`config.mk`:
```
export PLATFORM = sky130hd
export DESIGN_NAME = tcp_ack_congestion_control_top
export DESIGN_NICKNAME = d
export VERILOG_FILES = /design/src/rtl/tcpacc_pkg.sv /design/src/rtl/tcp_ack_congestion_control_top.sv
export SDC_FILE = /design/constraint.sdc
export NUM_CORES = 2
export LEC_CHECK = 0
export ABC_AREA = 1
export CORE_MARGIN = 4
export CORE_UTILIZATION = 68
export DETAILED_ROUTE_END_ITERATION = 8
export DONT_BUFFER_PORTS = 1
export PLACE_DENSITY = 0.85
export SLEW_MARGIN = 30
export SYNTH_ARGS = -nofsm -noshare
export SYNTH_HDL_FRONTEND = slang
export SYNTH_SLANG_ARGS = --single-unit
```
`constraint.sdc`:
```
create_clock -name i_clk -period 21.3 [get_ports i_clk]
set_clock_uncertainty 0.05 [all_clocks]
set_input_delay 0 -clock i_clk [delete_from_list [all_inputs] [get_ports i_clk]]
set_output_delay 0 -clock i_clk [all_outputs]
set_load 0.05 [all_outputs]
```
`src/rtl/tcpacc_pkg.sv`:
```
package tcpacc_pkg;

    localparam logic [15:0] MSS_RESET  = 16'd1460;
    localparam logic [7:0]  DUP_LIMIT  = 8'd3;
    localparam logic [7:0]  DUP_MAX    = 8'd255;
    localparam logic [15:0] CWND_MAX   = 16'hFFFF;

    localparam int          DIV_CNT_W  = 6;
    localparam logic [DIV_CNT_W-1:0] DIV_LONG  = 6'd32;
    localparam logic [DIV_CNT_W-1:0] DIV_SHORT = 6'd16;

    localparam int S_DATA_W = 80;
    localparam int M_DATA_W = 112;

    typedef enum logic [1:0] {
        PH_OPEN     = 2'd0,
        PH_DISORDER = 2'd1,
        PH_RECOVERY = 2'd2
    } t_phase;

    typedef enum logic [2:0] {
        ST_IDLE,
        ST_MUL,
        ST_DIV_FLIGHT,
        ST_DIV_WIN,
        ST_DONE
    } t_state;

    typedef struct packed {
        logic ready;
        logic div_step;
        logic load_out;
    } t_ctrl;

    // a is after b, modulo 2^32
    function automatic logic seq_after(input logic [31:0] a, input logic [31:0] b);
        logic [31:0] d;
        d = a - b;
        return (d != 32'd0) && !d[31];
    endfunction

endpackage

```
`src/rtl/tcp_ack_congestion_control_top.sv`:
```
// TCP sender congestion control (Reno fast retransmit / fast recovery).
// Input stream: one request per received ACK or connection open.
//   s_axis_tuser carries func (1 = open, 0 = ACK); s_axis_tdata carries
//   ack_number, advertised_window and send_next.
// Output stream: exactly one result per request, in order, holding the
//   congestion state after the request and the send window figures.
// Configuration: i_cfg_we / i_cfg_wdata write max_segment (0 acts as 1);
//   write only while no request is in flight.
// Sequencing: an in-range ACK goes from the accepting edge through a
//   multiply state, then a shared bit-serial restoring divider runs
//   32 steps and a handover for the in-flight segment count and
//   16 steps and a capture for the send window in segments, then the
//   result is loaded into the output register. Opens and out-of-range ACKs
//   skip the divider and go straight to the output-load state.
// Flow control: one request at a time; s_axis_tready is high only while idle,
//   so the next request is taken only after the previous result has been
//   loaded into the output register.
// Reset (synchronous, active low) restores cwnd 1, phase open, dup count,
//   ssthresh, peer window and sequence state zero and max_segment 1460.
// When the receiver stalls, the result holds in the output register; the
//   next request is still taken and its result waits until the slot frees.
module tcp_ack_congestion_control_top (
    input  logic                            i_clk,
    input  logic                            i_rst_n,
    input  logic                            i_cfg_we,
    input  logic [15:0]                     i_cfg_wdata,
    input  logic                            s_axis_tvalid,
    output logic                            s_axis_tready,
    // [31:0] ack_number, [47:32] advertised_window, [79:48] send_next
    input  logic [tcpacc_pkg::S_DATA_W-1:0] s_axis_tdata,
    // [0] func
    input  logic                            s_axis_tuser,
    output logic                            m_axis_tvalid,
    input  logic                            m_axis_tready,
    // [0] retransmit, [16:1] cong_window, [32:17] slow_start_threshold,
    // [34:33] cong_phase, [42:35] dup_count, [58:43] send_window,
    // [75:59] allow_send, [107:76] unacked_base, [111:108] zero
    output logic [tcpacc_pkg::M_DATA_W-1:0] m_axis_tdata
);

    tcpacc_pkg::t_state r_state, n_state;
    tcpacc_pkg::t_ctrl  w_ctrl;

    logic [15:0] r_mss;
    logic [31:0] r_una, n_una;
    logic [15:0] r_peer;
    logic [15:0] r_cwnd, n_cwnd;
    logic [15:0] r_ssth, n_ssth;
    logic [7:0]  r_dup, n_dup;
    tcpacc_pkg::t_phase r_phase, n_phase;
    logic [31:0] r_mark, n_mark;
    logic        r_parity, n_parity;
    logic        n_retx, n_inrange;

    logic        r_retx;
    logic        r_inrange;
    logic [31:0] r_diff;
    logic [15:0] r_swnd;
    logic [31:0] r_flight;
    logic signed [16:0] r_allow;

    logic [15:0] r_div_rem;
    logic [31:0] r_div_quo;
    logic [tcpacc_pkg::DIV_CNT_W-1:0] r_div_cnt;

    logic        r_m_valid;
    logic [tcpacc_pkg::M_DATA_W-1:0] r_m_data;

    logic        w_accept;
    logic        w_func;
    logic [31:0] w_ack, w_snext;
    logic [15:0] w_adv;
    logic [15:0] w_mss;

    logic        w_after, w_eq;
    logic [15:0] w_cw1;
    logic [7:0]  w_dup_inc;
    logic [31:0] w_una1;

    logic [31:0] w_prod;
    logic [16:0] w_trial;
    logic        w_fit;
    logic [15:0] w_rem_next;
    logic [31:0] w_flight;
    logic signed [33:0] w_allow_full;
    logic signed [16:0] w_allow;

    assign w_func   = s_axis_tuser;
    assign w_ack    = s_axis_tdata[31:0];
    assign w_adv    = s_axis_tdata[47:32];
    assign w_snext  = s_axis_tdata[79:48];
    assign w_mss    = (r_mss == 16'd0) ? 16'd1 : r_mss;
    assign w_accept = s_axis_tvalid && s_axis_tready;

    assign s_axis_tready = w_ctrl.ready;
    assign m_axis_tvalid = r_m_valid;
    assign m_axis_tdata  = r_m_data;

    // Congestion state update for one request
    always_comb begin
        n_una     = r_una;
        n_cwnd    = r_cwnd;
        n_ssth    = r_ssth;
        n_dup     = r_dup;
        n_phase   = r_phase;
        n_mark    = r_mark;
        n_parity  = r_parity;
        n_retx    = 1'b0;
        n_inrange = 1'b0;
        w_after   = tcpacc_pkg::seq_after(w_ack, r_una);
        w_eq      = (w_ack == r_una);
        w_dup_inc = (r_dup < tcpacc_pkg::DUP_MAX) ? r_dup + 8'd1 : r_dup;
        w_cw1     = r_cwnd;
        w_una1    = r_una;
        if (w_func) begin
            n_cwnd  = 16'd1;
            n_phase = tcpacc_pkg::PH_OPEN;
            n_una   = w_ack;
        end else begin
            if (w_after) begin
                if (r_ssth == 16'd0 || r_cwnd < r_ssth) begin
                    if (r_cwnd < tcpacc_pkg::CWND_MAX) w_cw1 = r_cwnd + 16'd1;
                end else begin
                    n_parity = !r_parity;
                    if (r_parity && r_cwnd < tcpacc_pkg::CWND_MAX) w_cw1 = r_cwnd + 16'd1;
                end
            end
            n_cwnd = w_cw1;
            unique case (r_phase)
                tcpacc_pkg::PH_OPEN: begin
                    if (w_eq) begin
                        n_dup   = 8'd1;
                        n_phase = tcpacc_pkg::PH_DISORDER;
                    end
                end
                tcpacc_pkg::PH_DISORDER: begin
                    if (w_ack == w_snext) begin
                        n_dup   = 8'd0;
                        n_phase = tcpacc_pkg::PH_OPEN;
                    end else if (w_eq) begin
                        n_dup = w_dup_inc;
                        if (w_dup_inc >= tcpacc_pkg::DUP_LIMIT) begin
                            n_retx  = 1'b1;
                            n_cwnd  = {1'b0, w_cw1[15:1]};
                            n_ssth  = {2'b0, w_cw1[15:2]};
                            n_phase = tcpacc_pkg::PH_RECOVERY;
                            n_mark  = w_snext;
                        end
                    end
                end
                tcpacc_pkg::PH_RECOVERY: begin
                    if (!tcpacc_pkg::seq_after(r_mark, w_ack)) begin
                        n_dup   = 8'd0;
                        n_phase = tcpacc_pkg::PH_OPEN;
                    end else if (w_after) begin
                        n_dup  = 8'd0;
                        w_una1 = w_ack;
                        n_retx = 1'b1;
                    end else if (w_eq) begin
                        n_dup = w_dup_inc;
                    end
                end
                default: begin
                end
            endcase
            n_una     = w_una1;
            n_inrange = !tcpacc_pkg::seq_after(w_una1, w_ack)
                        && !tcpacc_pkg::seq_after(w_ack, w_snext);
            if (n_inrange) n_una = w_ack;
        end
    end

    // Shared divider step and window arithmetic
    always_comb begin
        w_prod     = r_cwnd * w_mss;
        w_trial    = {r_div_rem, r_div_quo[31]};
        w_fit      = (w_trial >= {1'b0, w_mss});
        w_rem_next = w_fit ? 16'(w_trial - {1'b0, w_mss}) : w_trial[15:0];
        w_flight   = (r_div_quo <= {24'd0, r_dup}) ? 32'd0 : r_div_quo - {24'd0, r_dup};
        w_allow_full = $signed({18'd0, r_div_quo[15:0]}) - $signed({2'd0, r_flight});
        w_allow    = (w_allow_full < -34'sd65536) ? -17'sd65536 : w_allow_full[16:0];
    end

    // Next state
    always_comb begin
        n_state = r_state;
        unique case (r_state)
            tcpacc_pkg::ST_IDLE: begin
                if (w_accept) n_state = n_inrange ? tcpacc_pkg::ST_MUL : tcpacc_pkg::ST_DONE;
            end
            tcpacc_pkg::ST_MUL:        n_state = tcpacc_pkg::ST_DIV_FLIGHT;
            tcpacc_pkg::ST_DIV_FLIGHT: begin
                if (r_div_cnt == '0) n_state = tcpacc_pkg::ST_DIV_WIN;
            end
            tcpacc_pkg::ST_DIV_WIN: begin
                if (r_div_cnt == '0) n_state = tcpacc_pkg::ST_DONE;
            end
            tcpacc_pkg::ST_DONE: begin
                if (!r_m_valid || m_axis_tready) n_state = tcpacc_pkg::ST_IDLE;
            end
            default: n_state = tcpacc_pkg::ST_IDLE;
        endcase
    end

    // Control outputs
    always_comb begin
        w_ctrl = '0;
        unique case (r_state)
            tcpacc_pkg::ST_IDLE:       w_ctrl.ready    = 1'b1;
            tcpacc_pkg::ST_MUL:        w_ctrl.div_step = 1'b0;
            tcpacc_pkg::ST_DIV_FLIGHT: w_ctrl.div_step = (r_div_cnt != '0);
            tcpacc_pkg::ST_DIV_WIN:    w_ctrl.div_step = (r_div_cnt != '0);
            tcpacc_pkg::ST_DONE:       w_ctrl.load_out = !r_m_valid || m_axis_tready;
            default:                   w_ctrl = '0;
        endcase
    end

    always_ff @(posedge i_clk) begin
        if (!i_rst_n) begin
            r_state   <= tcpacc_pkg::ST_IDLE;
            r_mss     <= tcpacc_pkg::MSS_RESET;
            r_una     <= 32'd0;
            r_peer    <= 16'd0;
            r_cwnd    <= 16'd1;
            r_ssth    <= 16'd0;
            r_dup     <= 8'd0;
            r_phase   <= tcpacc_pkg::PH_OPEN;
            r_mark    <= 32'd0;
            r_parity  <= 1'b0;
            r_m_valid <= 1'b0;
            r_inrange <= 1'b0;
        end else begin
            r_state <= n_state;
            if (i_cfg_we) r_mss <= i_cfg_wdata;
            if (w_accept) begin
                r_una     <= n_una;
                r_cwnd    <= n_cwnd;
                r_ssth    <= n_ssth;
                r_dup     <= n_dup;
                r_phase   <= n_phase;
                r_mark    <= n_mark;
                r_parity  <= n_parity;
                r_inrange <= n_inrange;
                if (n_inrange) r_peer <= w_adv;
            end
            if (w_ctrl.load_out) begin
                r_m_valid <= 1'b1;
            end else if (m_axis_tready) begin
                r_m_valid <= 1'b0;
            end
        end
    end

    always_ff @(posedge i_clk) begin
        if (w_accept) begin
            r_retx <= n_retx;
            r_diff <= w_snext - w_ack;
        end
        if (r_state == tcpacc_pkg::ST_MUL) begin
            r_swnd    <= (w_prod < {16'd0, r_peer}) ? w_prod[15:0] : r_peer;
            r_div_rem <= 16'd0;
            r_div_quo <= r_diff;
            r_div_cnt <= tcpacc_pkg::DIV_LONG;
        end
        if (w_ctrl.div_step) begin
            r_div_rem <= w_rem_next;
            r_div_quo <= {r_div_quo[30:0], w_fit};
            r_div_cnt <= r_div_cnt - 6'd1;
        end
        // hand the divider over to the window division
        if (r_state == tcpacc_pkg::ST_DIV_FLIGHT && r_div_cnt == '0) begin
            r_flight  <= w_flight;
            r_div_rem <= 16'd0;
            r_div_quo <= {r_swnd, 16'd0};
            r_div_cnt <= tcpacc_pkg::DIV_SHORT;
        end
        if (r_state == tcpacc_pkg::ST_DIV_WIN && r_div_cnt == '0) begin
            r_allow <= w_allow;
        end
        if (w_ctrl.load_out) begin
            r_m_data <= {4'd0, r_una,
                         r_inrange ? r_allow : 17'sd0,
                         r_inrange ? r_swnd : 16'd0,
                         r_dup, r_phase, r_ssth, r_cwnd, r_retx};
        end
    end

endmodule
```
; ---- Word-level counts from Yosys, hierarchy flattened
; Cells that the tools add are included.
[word_totals]
inputBits = 102
out_inout_bits = 114
wordCells = 161
register_bits = 400
[op_classes]
add_sub_neg = 11
bitwise = 3
mux = 57
reduce_logical = 41
n_eq_ne = 17
mul = 1
n_lt_le_gt_ge = 8
[op_table]
columns = operator, count
row1 = $mux 32, 9
row2 = $mux 16, 14
row3 = $sub 32x32->32, 5
row4 = $reduce_bool 32->1, 4
row5 = $eq 32x32->1, 2
row6 = $mux 8, 6
row7 = $lt 33x17->1 const B, 1
row8 = $sub 16x32->33, 1
row9 = $le 32x8->1, 1
row10 = $logic_not 16->1, 2
row11 = $lt 32x16->1, 1
row12 = $mul 16x16->32, 1
row13 = $sub 32x8->32, 1
row14 = $pmux 8 s3, 1
row15 = $ge 17x16->1, 1
row16 = $add 16x1->16 const B, 1
row17 = $lt 16x14->1, 1
row18 = $lt 16x16->1 const B, 1
row19 = $sub 16x16->16, 1
row20 = $mux 3, 5
row21 = $pmux 3 s5, 1
row22 = $mux 2, 6
row23 = $mux 6, 2
row24 = $reduce_and 4->1, 3
row25 = other kinds (29), 67

; ---- Logic depth before layout (Yosys ltp)
[logic_depth]
word_depth = 16
mapped_depth = 52

; ---- Worst setup path after synthesis
; Ideal clock, no wire load.
[synth_path]
path_type = register to register
startpoint = register r_cwnd[1]
endpoint = register r_swnd[10], data pin
synth_period_minus_slack_ns = 6.801
path_stages_with_launch = 33
path_slack_ns = 14.499
required_ns = 20.997
t_arrival_ns = 6.498
setup_time_ns = 0.253
cell_sequence = dfxtp_1 clkbuf_1 clkbuf_1 nand2_1 fa_1 fa_1 inv_1 fa_1 fa_1 fa_1 inv_1 fa_1 inv_1 ha_1 a21oi_1 o21ai_0 a21oi_1 o21ai_1 a21oi_1 o21bai_1 a21boi_1 o21ai_2 nand3_1 nand2_1 nand2_1 nand3_1 nor2_1 nand2_1 nor2_4 nand2_2 buf_6 nand2_1 nand2_1
[synth_via]
elab_chain_cells = 3
[synth_lines]
columns = item, line
row1 = from (decl), tcp_ack_congestion_control_top.sv:47  ; logic [15:0] r_cwnd, n_cwnd;
row2 = from (signal assigned), tcp_ack_congestion_control_top.sv:237  ; r_cwnd <= n_cwnd;
row3 = $mul 16x16->32 *, tcp_ack_congestion_control_top.sv:175  ; w_prod = r_cwnd * w_mss;
row4 = $lt 32x16->1, tcp_ack_congestion_control_top.sv:260  ; r_swnd <= (w_prod < {16'd0, r_peer}) ? w_prod[15:0] : r_peer;
row5 = $mux 16 *, tcp_ack_congestion_control_top.sv:260
row6 = to (signal assigned), tcp_ack_congestion_control_top.sv:260
row7 = to (decl), tcp_ack_congestion_control_top.sv:58  ; logic [15:0] r_swnd;
; Every way passes the cells marked *; elsewhere a longest branch is shown, timed or not.
; A chain may end at the register's enable or synchronous reset.

; ---- Worst setup path in the final report
[layout_path]
startpoint = register r_una[23]
endpoint = register r_peer[0]
[layout_via]
elab_chain_cells = 14
[layout_lines]
columns = item, line
row1 = from (decl), tcp_ack_congestion_control_top.sv:45  ; logic [31:0] r_una, n_una;
row2 = from (signal assigned), tcp_ack_congestion_control_top.sv:236  ; r_una <= n_una;
row3 = $sub 32x32->32, tcpacc_pkg.sv:38  ; d = a - b;
row4 = $reduce_bool 32->1 or $logic_not 1->1 (tied branches), tcpacc_pkg.sv:39  ; return (d != 32'd0) && !d[31];
row5 = $logic_and 1x1->1, tcpacc_pkg.sv:39
row6 = $mux 32, tcp_ack_congestion_control_top.sv:155  ; end else if (w_after) begin
row7 = $mux 32, tcp_ack_congestion_control_top.sv:152  ; if (!tcpacc_pkg::seq_after(r_mark, w_ack)) begin
row8 = $mux 32 *, tcp_ack_congestion_control_top.sv:129  ; unique case (r_phase)
row9 = $mux 32 *, tcp_ack_congestion_control_top.sv:115  ; if (w_func) begin
row10 = $sub 32x32->32 *, tcpacc_pkg.sv:38
row11 = $reduce_bool 32->1 or $logic_not 1->1 (tied branches), tcpacc_pkg.sv:39
row12 = $logic_and 1x1->1 *, tcpacc_pkg.sv:39
row13 = $logic_not 1->1 *, tcp_ack_congestion_control_top.sv:167  ; n_inrange = !tcpacc_pkg::seq_after(w_una1, w_ack)
row14 = $logic_and 1x1->1 *, tcp_ack_congestion_control_top.sv:168  ; && !tcpacc_pkg::seq_after(w_ack, w_snext);
row15 = $mux 1 *, tcp_ack_congestion_control_top.sv:115
row16 = $reduce_and 2->1 (no line) *, n/a
row17 = to (signal assigned), tcp_ack_congestion_control_top.sv:244  ; if (n_inrange) r_peer <= w_adv;
row18 = to (decl), tcp_ack_congestion_control_top.sv:46  ; logic [15:0] r_peer;
; Every way passes the cells marked *; elsewhere a longest branch is shown, timed or not. The select of a mux whose other input is x is not followed.

==> summary.txt <==
Timing
  • Max frequency: 121 MHz
  • Max-slew violation count: 0
  • Final min period: 8240 ps
  • Final worst slack: 13060 ps
  • Unrepaired setup endpoints after global routing: no
  • WHS: 24.6 ps
  • Worst rel slew slack: 0.305
  • Worst-margin pin slew: 1040 ps
  • Final setup fails: 0
  • Final Hold Violating Endpoints: 0
  • Final Cycle Share: 0.387
  • Setup TNS: 0 ps

Clocking
  • Clock sink count: 400
  • H-tree level count: 2
  • Clock Tree Buf Depth: 3
  • Num CTS Buffers: between 40 and 50
  • # resized after CTS: 0
  • Root Driver: clkbuf_16
  • CTS tree: done
  • Clk slew on worst S/H paths: 80 ps
  • Clock Latency Late Sink: 610 ps

Layout
  • Fin nets: 6257
  • Layout cells sized above 1: 0.0315
  • Final std cells w/o fill: 6428
  • Fin util: 0.746
  • Area delta synth->final: 7.70%

GRT
  • M2 GR Usage: 0.653
  • GRT Total Usage: 0.420
  • Antenna violations before repair: 15
  • Number of global-route vias before repair: roughly 36000
  • Routing usage on met3: 0.114
  • Busiest grt layer: met2
  • Met1 usage: 0.535
  • First-pass GRT wire length: 206000 microns
  • Grt total ovfl: 0
  • Largest net degree at the start of global routing: 81

Job
  • Max Cap Violations: 0

Synth
  • Number of synthesized flops with an enable pin: 220
  • Largest family of logic cells by synthesized area: simple AND/OR/NAND/NOR gates
  • Top-count cell post-synth: nand2_1
  • Cell count after synthesis: 5618
  • Count of cell types in the netlist: 66
  • Synthesized area: 39300 sq um
  • Compound-Gate Fraction of Synth Area: 0.120
  • Synth top area share: 0.168
  • Xor/xnor cell area share of the yosys netlist: 0.0356
  • Mux share of post-synthesis cell area: 0.000254
  • Post-Synth Adder-Cell Area: 0.208
  • Flops & latches, synth: 400
  • Seq/Total Area, Yosys: 0.259
  • Syn_area_per_cell: 7.00 sq um
  • Synth warn: 0
  • Synth Area in Simple Gates: 0.243
  • Post-synth top cells: nand2_1 (1445), inv_1 (1162), a21oi_1 (412)
  • Top_reg_cell synth: edfxtp_1
  • Ys async rst share: 0
  • Cell taking the most area after synthesis: edfxtp_1
  • Main area contributors after synthesis: edfxtp_1 (17%), nand2_1 (14%), inv_1 (11%), ha_1 (11%), fa_1 (10%)

Critical path
  • Slowest CP cell: dlygate4sd3_1
  • CP Max Fanout: 62
  • Worst EP arrival: 8660 ps
  • Most used cell, CP: nand2_1
  • CP Launch Type: flop
  • Critical Path RT: 21730 ps
  • CP endpoint kind: flop
  • Crit-path max cell delay: 660 ps
  • Setup Crit Path Kind: reg2reg

Place
  • Buffers on Ports: 0
  • Post-Place Cells: 6222
  • Hpwl dp: between 100000 and 150000 microns
  • Placer Congestion: 1.10
  • Pre-CTS setup slack: 13670 ps

Detailed routing
  • Drt initial violations: ~5300
  • Pre-Repair DR Iteration Count: 9
  • DRC: 7
  • Total number of vias: ~39000
  • Drt wl/cell: 20.9 microns
  • Vias/cell: 6.00
  • Detailed-route wire length: approximately 130000 microns
  • Antenna viol nets, final: 0

Floorplanning
  • Boundary Pins: about 220
  • Initial core utilization: 0.692
  • Chip height: approximately 250 microns
  • FP Rows: 87
  • Die Wd: ~250 microns
  • Core area: between 50000 and 60000 sq um
  • Die Area: 61800 sq um

Power
  • Power Density: 74.3 nW/um^2
  • Peak supply drop: 0.0828 mV
  • Leak: 21.7 nW

Outcome
  • Status: finished, violations left
  • Failing checks: DRC

Min path
  • Worst min path class: in2reg
[kinds of logic (layout without fill, tap and decap cells)]
group	count (synthesis)	after routing
flip-flops	400	400
adder cells (fa/ha/maj)	535	535
multiplexers	1	1
XOR/XNOR	160	160
other	1	22
AND/OR/NAND/NOR	2306	2306
buffers and inverters	1367	1400
AO/OA/AOI/OAI	848	848
[critical path, delay by kind of cell (launching register included)]
family / cells / cell delay, ps
buf+inv: 6 / 1560
simple gates: 30 / 3930
compound gates: 4 / 910
fa+ha+maj: 3 / 1130
flops: 1 / 460
[per-layer routing]
metal	part of all wire	up-vias	wire length, microns
met5	0.00012	-	16
met4	0.073	4	9810
met3	0.13	620	16900
met2	0.43	2665	58300
met1	0.37	17612	49400
li1	-	17689	-
[state kept, by name (all words and copies together) (netlist names), 17 cells and up]
signal,cells
m_axis_tdata,106
r_diff,32
r_una,32
r_flight,32
r_mark,32
r_div_quo,32
r_allow,17
[layout make-up]
class,instances,area [sq um]
sequential,400,10200
timing repair buffer,129,1270
inverter,1189,4460
clock inverter,31,387
fill,4379,14400
tap,756,946
clock buffer,51,1140
multi-input combinational,3856,23900
antenna,16,40.0
[placed cells by master (no fill, tap or decap), types with 25 or more instances in the layout]
master            n
a31oi_1          25
o21ai_0         227
a21oi_1         412
ha_1            335
edfxtp_1        220
xor2_1          114
nand2_1        1444
nor2_1          375
o211ai_1         40
dlygate4sd3_1   107
nor3_1           61
nand3_1         261
xnor2_1          46
dfxtp_1         178
clkbuf_16        44
inv_1          1161
o21ai_1          31
fa_1            200
nand4_1          54
[power breakdown]
part | total, W | switching (W) | internal [W]
sequential | 0.00115 | 0.000207 | 0.000940
combinational | 0.00119 | 0.000801 | 0.000391
clock | 0.000811 | 0.000355 | 0.000455
total | 0.00315 | 0.00136 | 0.00179
[path summary, 6_finish.rpt]
path | startpoint | endpoint | slack [ps] | cells past startpoint
setup / recovery | r_una[23]$_SDFFE_PN0P_ | r_peer[0]$_SDFFE_PN0P_ | 13060 | 43
hold reg to reg | r_ssth[3]$_SDFFE_PN0P_ | m_axis_tdata[20]$_DFFE_PP_ | 390 | 0
hold / removal | i_cfg_wdata[2] | r_mss[2]$_SDFFE_PN1P_ | 20 | 3
setup reg to reg | r_una[23]$_SDFFE_PN0P_ | r_peer[0]$_SDFFE_PN0P_ | 13060 | 43
[stage by stage]
| stage | instance area, sq um | power, W |
|---|---|---|
| 3_5_place_dp | 39700 | 0.00226 |
| 4_1_cts | 42300 | 0.00309 |
| 2_1_floorplan | 39400 | 0.00197 |
| 3_3_place_gp | 39700 | 0.00223 |
| 5_1_grt | 42400 | 0.00331 |
| 6_report | 42400 | 0.00315 |
[what timing repair did]
item / CTS / global route
endpoints found under the hold margin: 174 / 0
hold buffers: 108 / 0
endpoints found under the setup margin: 0 / 0
buffers inserted: 0 / 0
(Power assumes the default switching activity.)
